==> config.mk <==
export PLATFORM = sky130hd
export DESIGN_NAME = power_rail_domain_sequencer
export DESIGN_NICKNAME = d
export VERILOG_FILES = /design/src/hdl/prds_pkg.sv /design/src/hdl/power_rail_domain_sequencer.sv /design/src/hdl/prds_ctrl.sv /design/src/hdl/prds_dpath.sv
export SDC_FILE = /design/constraint.sdc
export NUM_CORES = 2
export LEC_CHECK = 0
export BUFFER_PORTS_ARGS = -buffer_cell sky130_fd_sc_hd__buf_2
export CORE_MARGIN = 1.5
export CORE_UTILIZATION = 58
export CTS_CLUSTER_DIAMETER = 100
export CTS_CLUSTER_SIZE = 14
export DETAILED_ROUTE_END_ITERATION = 10
export PLACE_DENSITY = 0.84
export RECOVER_POWER = 50
export SYNTH_ARGS = -nofsm -noshare
export SYNTH_HDL_FRONTEND = slang
export SYNTH_SLANG_ARGS = --single-unit
export TNS_END_PERCENT = 30
==> constraint.sdc <==
create_clock -name clk -period 10 [get_ports clk]
set_clock_uncertainty 0.15 [all_clocks]
set_input_delay 0.5 -clock clk [delete_from_list [all_inputs] [get_ports clk]]
set_output_delay 0.5 -clock clk [all_outputs]
set_load 0.01 [all_outputs]
==> src/hdl/prds_pkg.sv <==
`timescale 1ns / 1ps
package prds_pkg;

  typedef struct packed {
    logic [2:0]  cmd;
    logic [2:0]  domain;
    logic [31:0] now;
  } prds_req_t;

  typedef struct packed {
    logic        kind;
    logic [2:0]  event_domain;
    logic [1:0]  event_code;
    logic [2:0]  status;
    logic        ready_res;
    logic [15:0] settle_left;
    logic [1:0]  domain_mode;
    logic [17:0] load_ma;
    logic        all_off;
    logic [3:0]  rails_on;
    logic        last;
  } prds_res_t;

  localparam logic [2:0] CMD_ACQUIRE = 3'd0;
  localparam logic [2:0] CMD_RELEASE = 3'd1;
  localparam logic [2:0] CMD_ARM     = 3'd2;
  localparam logic [2:0] CMD_DISARM  = 3'd3;
  localparam logic [2:0] CMD_TICK    = 3'd4;
  localparam logic [2:0] CMD_QUERY   = 3'd5;

  localparam logic [1:0] MODE_OFF      = 2'd0;
  localparam logic [1:0] MODE_SETTLING = 2'd1;
  localparam logic [1:0] MODE_ON       = 2'd2;

  localparam logic [1:0] POL_PER_READ = 2'd0;
  localparam logic [1:0] POL_HOLD     = 2'd1;
  localparam logic [1:0] POL_PERIODIC = 2'd2;
  localparam logic [1:0] POL_ARMED    = 2'd3;

  localparam logic [1:0] EV_READY    = 2'd0;
  localparam logic [1:0] EV_OFF      = 2'd1;
  localparam logic [1:0] EV_DEFERRED = 2'd2;
  localparam logic [1:0] EV_TIMEOUT  = 2'd3;

  localparam logic [2:0] ST_OK          = 3'd0;
  localparam logic [2:0] ST_INVALID     = 3'd1;
  localparam logic [2:0] ST_BUSY        = 3'd2;
  localparam logic [2:0] ST_AGAIN       = 3'd3;
  localparam logic [2:0] ST_ACCESS      = 3'd4;
  localparam logic [2:0] ST_OVERFLOW    = 3'd5;
  localparam logic [2:0] ST_UNSUPPORTED = 3'd6;

  localparam logic [2:0] REG_BUDGET  = 3'd0;
  localparam logic [2:0] REG_POLICY  = 3'd1;
  localparam logic [2:0] REG_CURRENT = 3'd2;
  localparam logic [2:0] REG_SETTLE  = 3'd3;
  localparam logic [2:0] REG_ON      = 3'd4;
  localparam logic [2:0] REG_PERIOD  = 3'd5;

  // controller to datapath
  typedef struct packed {
    logic       load_req;   // capture request, clear domain pointer
    logic       do_cmd;     // execute addressed command
    logic       do_tick;    // execute tick step for pointed domain
    logic       next_dom;   // advance domain pointer
    logic       do_reply;   // emit final status
  } prds_ctl_t;

  // datapath to controller
  typedef struct packed {
    logic is_tick;
    logic last_dom;
    logic ev_pend;    // events still draining, hold the sequence
  } prds_sts_t;

endpackage

==> src/hdl/power_rail_domain_sequencer.sv <==
`timescale 1ns / 1ps
// Power rail domain sequencer.
// Request channel: cmd, domain and now in req; a request is taken when start
// is high and busy is low. Busy stays high until the final status item.
// Configuration channel: cfg_valid/cfg_ready with cfg_index and cfg_data;
// cfg_ready is always high, write only while busy is low.
// Result channel: res_valid marks one item for exactly one cycle; the
// receiver cannot stall, so no backpressure exists. Events come first, the
// item with last set is the final status reply.
// Sequence: a domain command executes in the dispatch state and then its
// events drain before the reply state; a tick passes the dispatch state,
// then walks the domains one at a time in the tick state, each step's
// events draining before the next, then the reply state. The sequential
// walk over domains shares one update unit and one event drain path. The
// next request is taken once busy falls after the reply; a tick step emits
// at most three events per domain.
// Reset (rst, synchronous): all rails off, counts and flags clear, windows
// due, configuration registers zero.
module power_rail_domain_sequencer
  import prds_pkg::*;
#(
  parameter int NUM_DOMAINS = 4
) (
  input  logic        clk,
  input  logic        rst,
  input  logic        start,
  output logic        busy,
  input  prds_req_t   req,
  input  logic        cfg_valid,
  output logic        cfg_ready,
  input  logic [2:0]  cfg_index,
  input  logic [63:0] cfg_data,
  output logic        res_valid,
  output prds_res_t   res
);

  prds_ctl_t ctl;
  prds_sts_t sts;

  assign cfg_ready = 1'b1;

  prds_ctrl u_ctrl (
    .clk(clk), .rst(rst), .start(start), .busy(busy),
    .sts(sts), .ctl(ctl)
  );

  prds_dpath #(.NUM_DOMAINS(NUM_DOMAINS)) u_dpath (
    .clk(clk), .rst(rst), .req(req), .cfg_valid(cfg_valid && cfg_ready),
    .cfg_index(cfg_index), .cfg_data(cfg_data), .ctl(ctl), .sts(sts),
    .res_valid(res_valid), .res(res)
  );

  a_reply_last: assert property (@(posedge clk) disable iff (rst)
    res_valid |-> (res.kind == res.last)) else $error("kind and last differ");
  a_idle_quiet: assert property (@(posedge clk) disable iff (rst)
    !busy |-> !res_valid) else $error("result while idle");
  a_reply_ends: assert property (@(posedge clk) disable iff (rst)
    (res_valid && res.last) |=> !busy) else $error("busy after reply");

endmodule

==> src/hdl/prds_ctrl.sv <==
`timescale 1ns / 1ps
module prds_ctrl
  import prds_pkg::*;
(
  input  logic      clk,
  input  logic      rst,
  input  logic      start,
  output logic      busy,
  input  prds_sts_t sts,
  output prds_ctl_t ctl
);

  typedef enum logic [3:0] {
    S_IDLE  = 4'b0001,
    S_DISP  = 4'b0010,
    S_TICK  = 4'b0100,
    S_REPLY = 4'b1000
  } state_t;

  state_t state, state_next;

  always_ff @(posedge clk) begin
    if (rst) state <= S_IDLE;
    else     state <= state_next;
  end

  always_comb begin
    state_next = state;
    ctl = '0;
    if (!sts.ev_pend) begin
      unique case (state)
        S_IDLE: begin
          if (start) begin
            ctl.load_req = 1'b1;
            state_next = S_DISP;
          end
        end
        S_DISP: begin
          if (sts.is_tick) begin
            state_next = S_TICK;
          end else begin
            ctl.do_cmd = 1'b1;
            state_next = S_REPLY;
          end
        end
        S_TICK: begin
          ctl.do_tick = 1'b1;
          ctl.next_dom = 1'b1;
          if (sts.last_dom) state_next = S_REPLY;
        end
        S_REPLY: begin
          ctl.do_reply = 1'b1;
          state_next = S_IDLE;
        end
        default: state_next = S_IDLE;
      endcase
    end
  end

  assign busy = (state != S_IDLE);

endmodule

==> src/hdl/prds_dpath.sv <==
`timescale 1ns / 1ps
module prds_dpath
  import prds_pkg::*;
#(
  parameter int NUM_DOMAINS = 4
) (
  input  logic        clk,
  input  logic        rst,
  input  prds_req_t   req,
  input  logic        cfg_valid,
  input  logic [2:0]  cfg_index,
  input  logic [63:0] cfg_data,
  input  prds_ctl_t   ctl,
  output prds_sts_t   sts,
  output logic        res_valid,
  output prds_res_t   res
);

  logic [15:0] budget_lim;
  logic [7:0]  policy_codes;
  logic [63:0] current_table, settle_table, on_table, period_table;

  logic [1:0]  rail_mode      [4];
  logic [7:0]  ref_count      [4];
  logic        arm_flag       [4];
  logic        window_pending [4];
  logic [31:0] on_stamp       [4];
  logic [31:0] window_stamp   [4];

  prds_req_t r;
  logic [1:0] ptr;

  // pending event queue of four entries, at most three per step
  logic [1:0] ev_code [4];
  logic [2:0] ev_cnt;

  always_ff @(posedge clk) begin
    if (rst) begin
      budget_lim <= '0; policy_codes <= '0;
      current_table <= '0; settle_table <= '0; on_table <= '0; period_table <= '0;
    end else if (cfg_valid) begin
      unique case (cfg_index)
        REG_BUDGET:  budget_lim <= cfg_data[15:0];
        REG_POLICY:  policy_codes <= cfg_data[7:0];
        REG_CURRENT: current_table <= cfg_data;
        REG_SETTLE:  settle_table <= cfg_data;
        REG_ON:      on_table <= cfg_data;
        REG_PERIOD:  period_table <= cfg_data;
        default: ;
      endcase
    end
  end

  function automatic logic [15:0] lane(input logic [63:0] t, input logic [1:0] d);
    return t[d*16 +: 16];
  endfunction

  logic [17:0] load_cur;
  logic [3:0]  rails_cur;
  always_comb begin
    load_cur = '0;
    rails_cur = '0;
    for (int d = 0; d < 4; d++) begin
      if (d < NUM_DOMAINS && rail_mode[d] != MODE_OFF) begin
        load_cur = load_cur + 18'(lane(current_table, 2'(d)));
        rails_cur[d] = 1'b1;
      end
    end
  end

  // working domain: pointer during tick, addressed domain otherwise
  logic [1:0]  d;
  logic [1:0]  pol;
  logic [1:0]  m;
  logic [31:0] on_el, win_el;
  logic [15:0] cur_d, set_d, on_d, per_d;
  logic        fits;
  always_comb begin
    d = ctl.do_tick ? ptr : r.domain[1:0];
    pol = policy_codes[d*2 +: 2];
    m = rail_mode[d];
    on_el = r.now - on_stamp[d];
    win_el = r.now - window_stamp[d];
    cur_d = lane(current_table, d);
    set_d = lane(settle_table, d);
    on_d = lane(on_table, d);
    per_d = lane(period_table, d);
    fits = (budget_lim == 16'd0) || ((load_cur + 18'(cur_d)) <= 18'(budget_lim));
  end

  logic        valid_dom;
  assign valid_dom = (32'(r.domain) < NUM_DOMAINS);
  assign sts.is_tick = (r.cmd == CMD_TICK);
  assign sts.last_dom = (32'(ptr) == NUM_DOMAINS - 1);

  // emission state: events drain one per cycle from the queue snapshot
  logic [2:0]  st_reply;
  logic [17:0] snap_load [4];
  logic [3:0]  snap_rails [4];
  logic [2:0]  ev_dom;
  logic [2:0]  ev_rd;

  logic [1:0]  n_mode;
  logic [7:0]  n_ref;
  logic        n_arm, n_win;
  logic [31:0] n_on, n_wst;
  logic [2:0]  n_status;
  logic [1:0]  q_code [4];
  logic [17:0] q_load [4];
  logic [3:0]  q_rails [4];
  logic [2:0]  q_n;
  logic [17:0] ld;
  logic [3:0]  rl;
  logic [1:0]  mode_w;

  always_comb begin
    n_mode = m; n_ref = ref_count[d]; n_arm = arm_flag[d]; n_win = window_pending[d];
    n_on = on_stamp[d]; n_wst = window_stamp[d]; n_status = ST_OK;
    q_n = '0; ld = load_cur; rl = rails_cur; mode_w = m;
    for (int i = 0; i < 4; i++) begin
      q_code[i] = EV_READY; q_load[i] = '0; q_rails[i] = '0;
    end
    if (ctl.do_tick) begin
      if (mode_w == MODE_SETTLING && on_el >= 32'(set_d)) begin
        n_mode = MODE_ON; mode_w = MODE_ON;
        q_code[q_n[1:0]] = EV_READY; q_load[q_n[1:0]] = ld; q_rails[q_n[1:0]] = rl;
        q_n = q_n + 3'd1;
      end
      if (pol == POL_PERIODIC) begin
        if (mode_w == MODE_OFF) begin
          if (!n_win && win_el >= 32'(per_d)) n_win = 1'b1;
          if (n_win) begin
            if (fits) begin
              n_win = 1'b0; n_wst = r.now; n_on = r.now;
              ld = load_cur + 18'(cur_d); rl[d] = 1'b1;
              if (set_d != 16'd0) n_mode = MODE_SETTLING;
              else begin
                n_mode = MODE_ON;
                q_code[q_n[1:0]] = EV_READY; q_load[q_n[1:0]] = ld;
                q_rails[q_n[1:0]] = rl; q_n = q_n + 3'd1;
              end
            end else begin
              q_code[q_n[1:0]] = EV_DEFERRED; q_load[q_n[1:0]] = ld;
              q_rails[q_n[1:0]] = rl; q_n = q_n + 3'd1;
            end
          end
        end else if (on_el >= 32'(on_d)) begin
          n_mode = MODE_OFF; n_ref = '0;
          ld = load_cur - 18'(cur_d); rl[d] = 1'b0;
          q_code[q_n[1:0]] = EV_OFF; q_load[q_n[1:0]] = ld;
          q_rails[q_n[1:0]] = rl; q_n = q_n + 3'd1;
        end
      end else if (on_d != 16'd0 && mode_w != MODE_OFF && on_el >= 32'(on_d)) begin
        q_code[q_n[1:0]] = EV_TIMEOUT; q_load[q_n[1:0]] = ld;
        q_rails[q_n[1:0]] = rl; q_n = q_n + 3'd1;
        n_mode = MODE_OFF; n_ref = '0;
        ld = load_cur - 18'(cur_d); rl[d] = 1'b0;
        q_code[q_n[1:0]] = EV_OFF; q_load[q_n[1:0]] = ld;
        q_rails[q_n[1:0]] = rl; q_n = q_n + 3'd1;
      end
    end else if (ctl.do_cmd) begin
      if (r.cmd > CMD_QUERY) n_status = ST_UNSUPPORTED;
      else if (!valid_dom) n_status = ST_INVALID;
      else begin
        unique case (r.cmd)
          CMD_ACQUIRE: begin
            priority if ((pol == POL_PER_READ || pol == POL_HOLD) && m == MODE_OFF
                         && !fits) begin
              n_status = ST_BUSY;
            end else if (pol == POL_PERIODIC && m == MODE_OFF) begin
              n_status = ST_AGAIN;
            end else if (pol == POL_ARMED && (!arm_flag[d] || m == MODE_OFF)) begin
              n_status = ST_ACCESS;
            end else begin
              if ((pol == POL_PER_READ || pol == POL_HOLD) && m == MODE_OFF) begin
                n_on = r.now; ld = load_cur + 18'(cur_d); rl[d] = 1'b1;
                if (set_d != 16'd0) n_mode = MODE_SETTLING;
                else begin
                  n_mode = MODE_ON;
                  q_code[0] = EV_READY; q_load[0] = ld; q_rails[0] = rl; q_n = 3'd1;
                end
              end
              if (ref_count[d] == 8'hFF) n_status = ST_OVERFLOW;
              else n_ref = ref_count[d] + 8'd1;
            end
          end
          CMD_RELEASE: begin
            if (ref_count[d] == 8'd0) n_status = ST_INVALID;
            else begin
              n_ref = ref_count[d] - 8'd1;
              if (n_ref == 8'd0 && pol == POL_PER_READ && m != MODE_OFF) begin
                n_mode = MODE_OFF;
                ld = load_cur - 18'(cur_d); rl[d] = 1'b0;
                q_code[0] = EV_OFF; q_load[0] = ld; q_rails[0] = rl; q_n = 3'd1;
              end
            end
          end
          CMD_ARM: begin
            if (pol != POL_ARMED) n_status = ST_UNSUPPORTED;
            else begin
              n_arm = 1'b1;
              if (m == MODE_OFF) begin
                if (!fits) n_status = ST_BUSY;
                else begin
                  n_on = r.now; ld = load_cur + 18'(cur_d); rl[d] = 1'b1;
                  if (set_d != 16'd0) n_mode = MODE_SETTLING;
                  else begin
                    n_mode = MODE_ON;
                    q_code[0] = EV_READY; q_load[0] = ld; q_rails[0] = rl; q_n = 3'd1;
                  end
                end
              end
            end
          end
          CMD_DISARM: begin
            if (pol != POL_ARMED) n_status = ST_UNSUPPORTED;
            else begin
              n_arm = 1'b0;
              if (m != MODE_OFF) begin
                n_mode = MODE_OFF; n_ref = '0;
                ld = load_cur - 18'(cur_d); rl[d] = 1'b0;
                q_code[0] = EV_OFF; q_load[0] = ld; q_rails[0] = rl; q_n = 3'd1;
              end
            end
          end
          default: ;
        endcase
      end
    end
  end

  logic write_state;
  assign write_state = ctl.do_tick || (ctl.do_cmd && valid_dom && r.cmd <= CMD_QUERY);

  always_ff @(posedge clk) begin
    if (rst) begin
      for (int i = 0; i < 4; i++) begin
        rail_mode[i] <= MODE_OFF; ref_count[i] <= '0; arm_flag[i] <= 1'b0;
        window_pending[i] <= 1'b1; on_stamp[i] <= '0; window_stamp[i] <= '0;
      end
      ptr <= '0; ev_cnt <= '0; ev_rd <= '0; st_reply <= ST_OK;
    end else begin
      if (ctl.load_req) begin
        r <= req; ptr <= '0; st_reply <= ST_OK;
      end
      if (ctl.next_dom) ptr <= ptr + 2'd1;
      if (write_state) begin
        rail_mode[d] <= n_mode; ref_count[d] <= n_ref; arm_flag[d] <= n_arm;
        window_pending[d] <= n_win; on_stamp[d] <= n_on; window_stamp[d] <= n_wst;
      end
      if (ctl.do_cmd) st_reply <= n_status;
      if (ctl.do_tick || ctl.do_cmd) begin
        ev_cnt <= q_n; ev_rd <= '0; ev_dom <= {1'b0, d};
        for (int i = 0; i < 4; i++) begin
          ev_code[i] <= q_code[i]; snap_load[i] <= q_load[i]; snap_rails[i] <= q_rails[i];
        end
      end else if (ev_rd != ev_cnt) begin
        ev_rd <= ev_rd + 3'd1;
      end
    end
  end

  // events from a step go out over following cycles; the controller holds
  // until the queue drains
  logic ev_out;
  assign ev_out = (ev_rd != ev_cnt);
  assign sts.ev_pend = ev_out;

  logic [31:0] q_el;
  logic [15:0] q_st;
  always_comb begin
    q_el = r.now - on_stamp[r.domain[1:0]];
    q_st = lane(settle_table, r.domain[1:0]);
    res = '0;
    res_valid = 1'b0;
    if (ev_out) begin
      res_valid = 1'b1;
      res.event_domain = ev_dom;
      res.event_code = ev_code[ev_rd[1:0]];
      res.load_ma = snap_load[ev_rd[1:0]];
      res.rails_on = snap_rails[ev_rd[1:0]];
      res.all_off = (snap_rails[ev_rd[1:0]] == 4'd0);
    end else if (ctl.do_reply) begin
      res_valid = 1'b1;
      res.kind = 1'b1;
      res.last = 1'b1;
      res.event_domain = r.domain;
      res.status = st_reply;
      res.load_ma = load_cur;
      res.rails_on = rails_cur;
      res.all_off = (rails_cur == 4'd0);
      if (valid_dom) begin
        res.domain_mode = rail_mode[r.domain[1:0]];
        if (rail_mode[r.domain[1:0]] == MODE_ON) res.ready_res = 1'b1;
        else if (rail_mode[r.domain[1:0]] == MODE_SETTLING) begin
          res.ready_res = (q_el >= 32'(q_st));
          res.settle_left = (q_el >= 32'(q_st)) ? 16'd0 : 16'(32'(q_st) - q_el);
        end
      end
    end
  end

endmodule
# Word level (Yosys, flattened, before mapping)

Memory sizes are Yosys's and may differ from the RTL's. A register that Yosys moved wholly into a read port is not among the register bits.
Index checks and enable logic that the tools add are counted.

Output and inout bits: 55
Bits in writable memories: 400
Memories: 9
Input bits: 109
Bits in registers: 335
Word-level logic and storage cells: 446

Memories:

| name                 | words | width | read ports | clocked after memory_dff | write ports | RTL line         | source |
|---|---|---|---|---|---|---|---|
| u_dpath.on_stamp     | 4     | 32    | 2          | 1                        | 4           | prds_dpath.sv:27 | `logic [31:0] on_stamp [4];` |
| u_dpath.window_stamp | 4     | 32    | 1          | 0                        | 4           | prds_dpath.sv:28 | `logic [31:0] window_stamp [4];` |
| u_dpath.snap_load    | 4     | 18    | 1          | 1                        | 4           | prds_dpath.sv:98 | `logic [17:0] snap_load [4];` |
| u_dpath.ref_count    | 4     | 8     | 1          | 0                        | 4           | prds_dpath.sv:24 | `logic [7:0] ref_count [4];` |
| u_dpath.snap_rails   | 4     | 4     | 1          | 1                        | 4           | prds_dpath.sv:99 | `logic [3:0] snap_rails [4];` |
| u_dpath.ev_code      | 4     | 2     | 1          | 1                        | 4           | prds_dpath.sv:34 | `logic [1:0] ev_code [4];` |
| +3 memories          | --    | --    | --         | --                       | --          | --               |  |

Muxes and demuxes: 283
Add/sub/neg operators: 15
Bitwise operators: 19
Reduce and logical (&&, ||, !) cells: 59
Shift-type cells: 6
Order comparisons: 14
Equality and inequality tests: 26

Operators with widths:

| cell               | count |
|---|---|
| $mux 32            | 21 |
| $mux 72            | 7 |
| $mux 18            | 23 |
| $shiftx 64x7->16   | 5 |
| $bwmux 72          | 4 |
| $mux 8             | 23 |
| $mux 16            | 10 |
| $ge 32x16->1       | 4 |
| $mux 2             | 54 |
| $mux 3             | 33 |
| $mux 4             | 24 |
| $sub 32x32->32     | 3 |
| $demux 18 s2       | 2 |
| $pmux 18 s4        | 1 |
| $bwmux 16          | 4 |
| $pmux 32 s2        | 1 |
| $reduce_or 32->1   | 2 |
| $add 18x16->18     | 3 |
| $mux 1             | 54 |
| $mux 54            | 1 |
| $mux 46            | 1 |
| $reduce_bool 16->1 | 2 |
| $pmux 3 s4         | 2 |
| $pmux 8 s3         | 1 |
| 66 further kinds   | 137 |

# Logic depth before layout (Yosys ltp)

An unclocked memory read counts as a cell.

Word-level depth: 24
Depth in mapped cells: 58
Gate-level depth less buffers: 51

# Cells and area by module

From an unflattened synthesis, not the netlist that was laid out.

Cell total of the unflattened synthesis: 4975
Area total of the unflattened synthesis: 46728.6 um^2

By module, submodules not included:

| module                      | cells an instance | sequential area each (um^2) | area each (um^2) | times used |
|---|---|---|---|---|
| prds_dpath                  | 4941              | 18317.6                     | 46447.0          | 1 |
| prds_ctrl                   | 32                | 80.1                        | 270.3            | 1 |
| power_rail_domain_sequencer | 2                 | 0.0                         | 11.3             | 1 |

# Worst setup path after synthesis

OpenSTA, ideal clock, no wires.

Kind: reg-to-reg
Start point: mem u_dpath.rail_mode[0][0]
End point: mem u_dpath.on_stamp[0][8] (data pin)
Required time: 9.584 ns
Arrival time: 10.037 ns
Setup time: 0.266 ns
Stages on the path, launching flop included: 52
Setup slack: -0.453 ns
Clock period less this slack: 10.453 ns
Buffers on the path: 5
Cell sequence: edfxtp_1 or2_1 clkbuf_1 clkbuf_1 clkbuf_1 nand2_1 inv_1 ha_1 fa_1 a22o_1 a221oi_1 nor3_1 nand2b_1 xnor2_1 nor2_1 xor2_1 ha_1 a2111oi_0 [16 not listed] ha_1 clkbuf_1 nand3_1 or3_1 o211a_1 o21bai_1 xnor2_1 ha_1 nand4_1 o32ai_1 nor3_1 a41oi_1 nand3_1 nor3_2 clkbuf_1 o21ai_0 o221ai_1 nor2_1

RTL lines:

| item        | RTL line         | source |
|---|---|---|
| from (decl) | prds_dpath.sv:23 | `logic [1:0] rail_mode [4];` |
| to (decl)   | prds_dpath.sv:27 |  |

==> impl_metrics.tcl <==
set metrics [dict create \
    syn-num-nets 6253 \
    fin_area_sq_um 53500 \
    final_cells 7096 \
    cp_slowest_stage_delay_ns 0.47 \
    start_util_pct 58.5 \
    setup_viol_count_final 29 \
    clockBufferDepth 3 \
    synthTopCellsByCount "nand2_1, a21oi_1, nor2_1, edfxtp_1, dfxtp_1" \
    grt_max_degree 120 \
    coreArea_sq_um 82000 \
    end_kind "register" \
    synth-seq-area-share_pct 38.3 \
    overflow 0 \
    ant_nets 0 \
    place_inst 6905 \
    area_delta_synth_final_pct 11.5 \
    p_leak_uw 0.0211 \
    hp-class "input port to register" \
    slew_headroom_pct -238 \
    cts-htree-levels 2 \
    die_w_microns 291 \
    layout_min_cycle_time_ns 10.11 \
    seq_power_share_pct 37.6 \
    cp.required_ns 10.23 \
    synth_area_leaders "edfxtp_1, dfxtp_1, nand2_1" \
    fin_crit_sh_pct 101 \
    synthCells 5857 \
    avgSynthCellArea_sq_um 8.19 \
    place.gp.congestion 1.00 \
    drt_iter0_drc 6241 \
    rsz0062_at_grt "true" \
    clkLatencyLatePin_ns 0.71 \
    fill_cells 6657 \
    finalSetupTns_ns -1.37 \
    intPower_uw 5530 \
    cap_violations 15 \
    gr-usage-all-layers_pct 37.4 \
    worst_setup_hold_path_clk_slew_ns 0.07 \
    worstMarginPinSlew_ns 5.08 \
    p_sw_uw 3360 \
    ys_warn_count 0 \
    wire_per_inst_microns 23.3 \
    fin_ws_ns -0.107 \
    synth_top_area_cell "edfxtp_1" \
    post-dp-hpwl_microns 113000 \
    first_pass_iters 11 \
    total_power_uw 8890 \
    cp_max_fo 5 \
    cpMaxStageDelayCell "o41a_1" \
    vias 46100 \
    drv_slew 950 \
    clock-sinks 713 \
    grt_pass1_vias 42200 \
    hold_viol_final 0 \
    yosys_most_used_dff "edfxtp_1" \
    synth-edff-count 412 \
    synth_top_area_share_pct 25.8 \
    arrival_ns 10.34 \
    synth-async-reset-ratio_pct 0 \
    routed_wl_microns 166000 \
    fp.dieH_microns 291 \
    ys_types 106 \
    max-vdd-ir-drop_v 0.000169 \
    power_density_nw_per_um2 166 \
    worstSetupPathType "register to register" \
    place_area_sq_um 50200 \
    via_per_inst 6.50 \
    critPathMostFrequentCell "ha_4" \
    cts_tree "done" \
    dieArea_sq_um 84500 \
    clkPwrFrac_pct 24.7 \
    critPathLaunchType "register" \
    p_comb_share_pct 37.7 \
    portBuffers 162 \
    remaining_drc_errors 0 \
    yosys_register_bits 713 \
    status "finished, violations left" \
    root_buffer "clkbuf_16" \
    synth.most_common_cell "nand2_1" \
    num_rows 105 \
    io_pins 164 \
    antenna_found_initial 2 \
    cts_buffers 58 \
    sw_frac_of_total_pct 37.8 \
    grt_pass1_wl_microns 247000 \
    violations "max-capacitance violations, max-slew violations, negative setup slack" \
    syn_area_sq_um 48000 \
    finalNetCount 6395 \
    preCtsSetupSlack_ns -0.202 \
    fmax_ghz 0.0989 \
    drive_gt1_share_pct 10.8 \
]
[cells by family (layout without fill, tap and decap cells)]
| logic type | count (synthesis) | after routing | synth area share, % |
|---|---|---|---|
| simple gates | 2594 | 2594 | 23.6 |
| flops | 713 | 713 | 38.3 |
| fa+ha+maj | 290 | 290 | 7.69 |
| compound gates | 1327 | 1327 | 17.5 |
| other cells | 1 | 3 | 0.00782 |
| buf+inv | 608 | 775 | 4.95 |
| mux | 184 | 184 | 5.35 |
| xor+xnor | 140 | 140 | 2.58 |
[metal layers]
metal	global-route usage, %	vias up	wire, microns
li1	-	20900	-
met1	49.6	21500	61700
met2	57.0	3078	71400
met3	8.71	601	22200
met4	19.9	4	10300
met5	0	-	128
[placed cells by master (no fill, tap or decap), types with 30 or more instances in the layout]
cell type,count
nand2_1,1327
a21oi_1,516
nor2_1,511
edfxtp_1,412
dfxtp_1,299
nand3_1,284
ha_1,268
inv_1,259
o21ai_0,162
buf_4,149
buf_2,129
xnor2_1,92
mux2i_1,86
nor3_1,80
dlygate4sd3_1,80
and3_1,77
a21o_1,77
clkbuf_1,65
clkbuf_16,59
mux4_2,53
o22ai_1,51
nor2b_1,47
and2_1,46
a31oi_1,45
xor2_1,44
o211ai_1,43
nand2b_1,42
o21a_1,39
a211oi_1,39
mux2_2,34
nand4_1,30
[power by group through the flow]
stage | Combinational, uW | Sequential [uW] | Clock (uW)
finish | 3350 | 3350 | 2190
global route | 3630 | 3350 | 2290
CTS | 3200 | 3330 | 2190
detailed placement | 3140 | 3390 | 0
global placement | 3080 | 3390 | 0
floorplan | 2270 | 3320 | 0
[state kept, by name, indices dropped and copies added (netlist names), 3 cells and up, named ones only]
signal,cells
u_dpath.arm_flag,4
u_dpath.on_table,64
u_dpath.st_reply,3
u_dpath.r,38
u_dpath.ref_count,32
u_dpath.on_stamp,128
u_dpath.window_stamp,128
u_dpath.period_table,64
u_dpath.window_pending,4
u_dpath.rail_mode,8
u_dpath.policy_codes,8
u_dpath.current_table,64
u_dpath.budget_lim,16
u_ctrl.state,4
u_dpath.ev_code,5
u_dpath.snap_rails,12
u_dpath.snap_load,54
u_dpath.ev_rd,3
u_dpath.settle_table,64
[area by class of cell]
| class | count | area (sq um) | share of cell area, % |
|---|---|---|---|
| Antenna cell | 2 | 5.00 | 0.00936 |
| Clock buffer | 78 | 1530 | 2.85 |
| Inverter | 268 | 1020 | 1.90 |
| Clock inverter | 7 | 126 | 0.236 |
| Tap cell | 1070 | 1340 | 2.50 |
| Sequential cell | 713 | 18400 | 34.4 |
| Timing Repair Buffer | 422 | 3040 | 5.69 |
| Multi-Input combinational cell | 4536 | 28000 | 52.4 |
[worst max-delay path: cells and delay by family, from the launching register on]
family | cells | cell delay (ns)
AOI/OAI and AO/OA | 14 | 3.49
xor gates and xnor gates | 5 | 0.61
adders and majority gates | 6 | 1.72
buffers and inverters | 5 | 0.64
DFF | 1 | 0.39
muxes | 2 | 0.48
and+or+nand+nor | 17 | 2.33
[final timing paths]
path | slack (ns) | from | depth (start not counted) | to
worst max-delay path | -0.11 | u_dpath.rail_mode[0][1] | 49 | u_dpath.ref_count[2][3]
worst min-delay path | 0.03 | cfg_data[36] | 3 | u_dpath.current_table[36]
worst max register to register | -0.11 | u_dpath.rail_mode[0][1] | 49 | u_dpath.ref_count[2][3]
worst min register to register | 0.30 | u_dpath.on_table[17] | 2 | u_dpath.on_table[17]
[stage by stage]
stage	util, %	hold slack (ns)
3_5_place_dp	61.3	0.296
6_report	65.2	0.0298
2_1_floorplan	-	0.286
4_1_cts	64.4	0.000381
5_1_grt	65.2	0.0148
3_3_place_gp	61.3	0.291
[timing repair]
| action | CTS | global route |
|---|---|---|
| hold buffers | 80 | 0 |
| setup buffers | 5 | 18 |
| hold endpoints to repair | 183 | 0 |
| cloned | 0 | 1 |
| pin swaps | 8 | 59 |
| gates resized for setup | 25 | 157 |
| endpoints found under the setup margin | 277 | 328 |
Note: power is estimated with default switching activity, not from simulation.
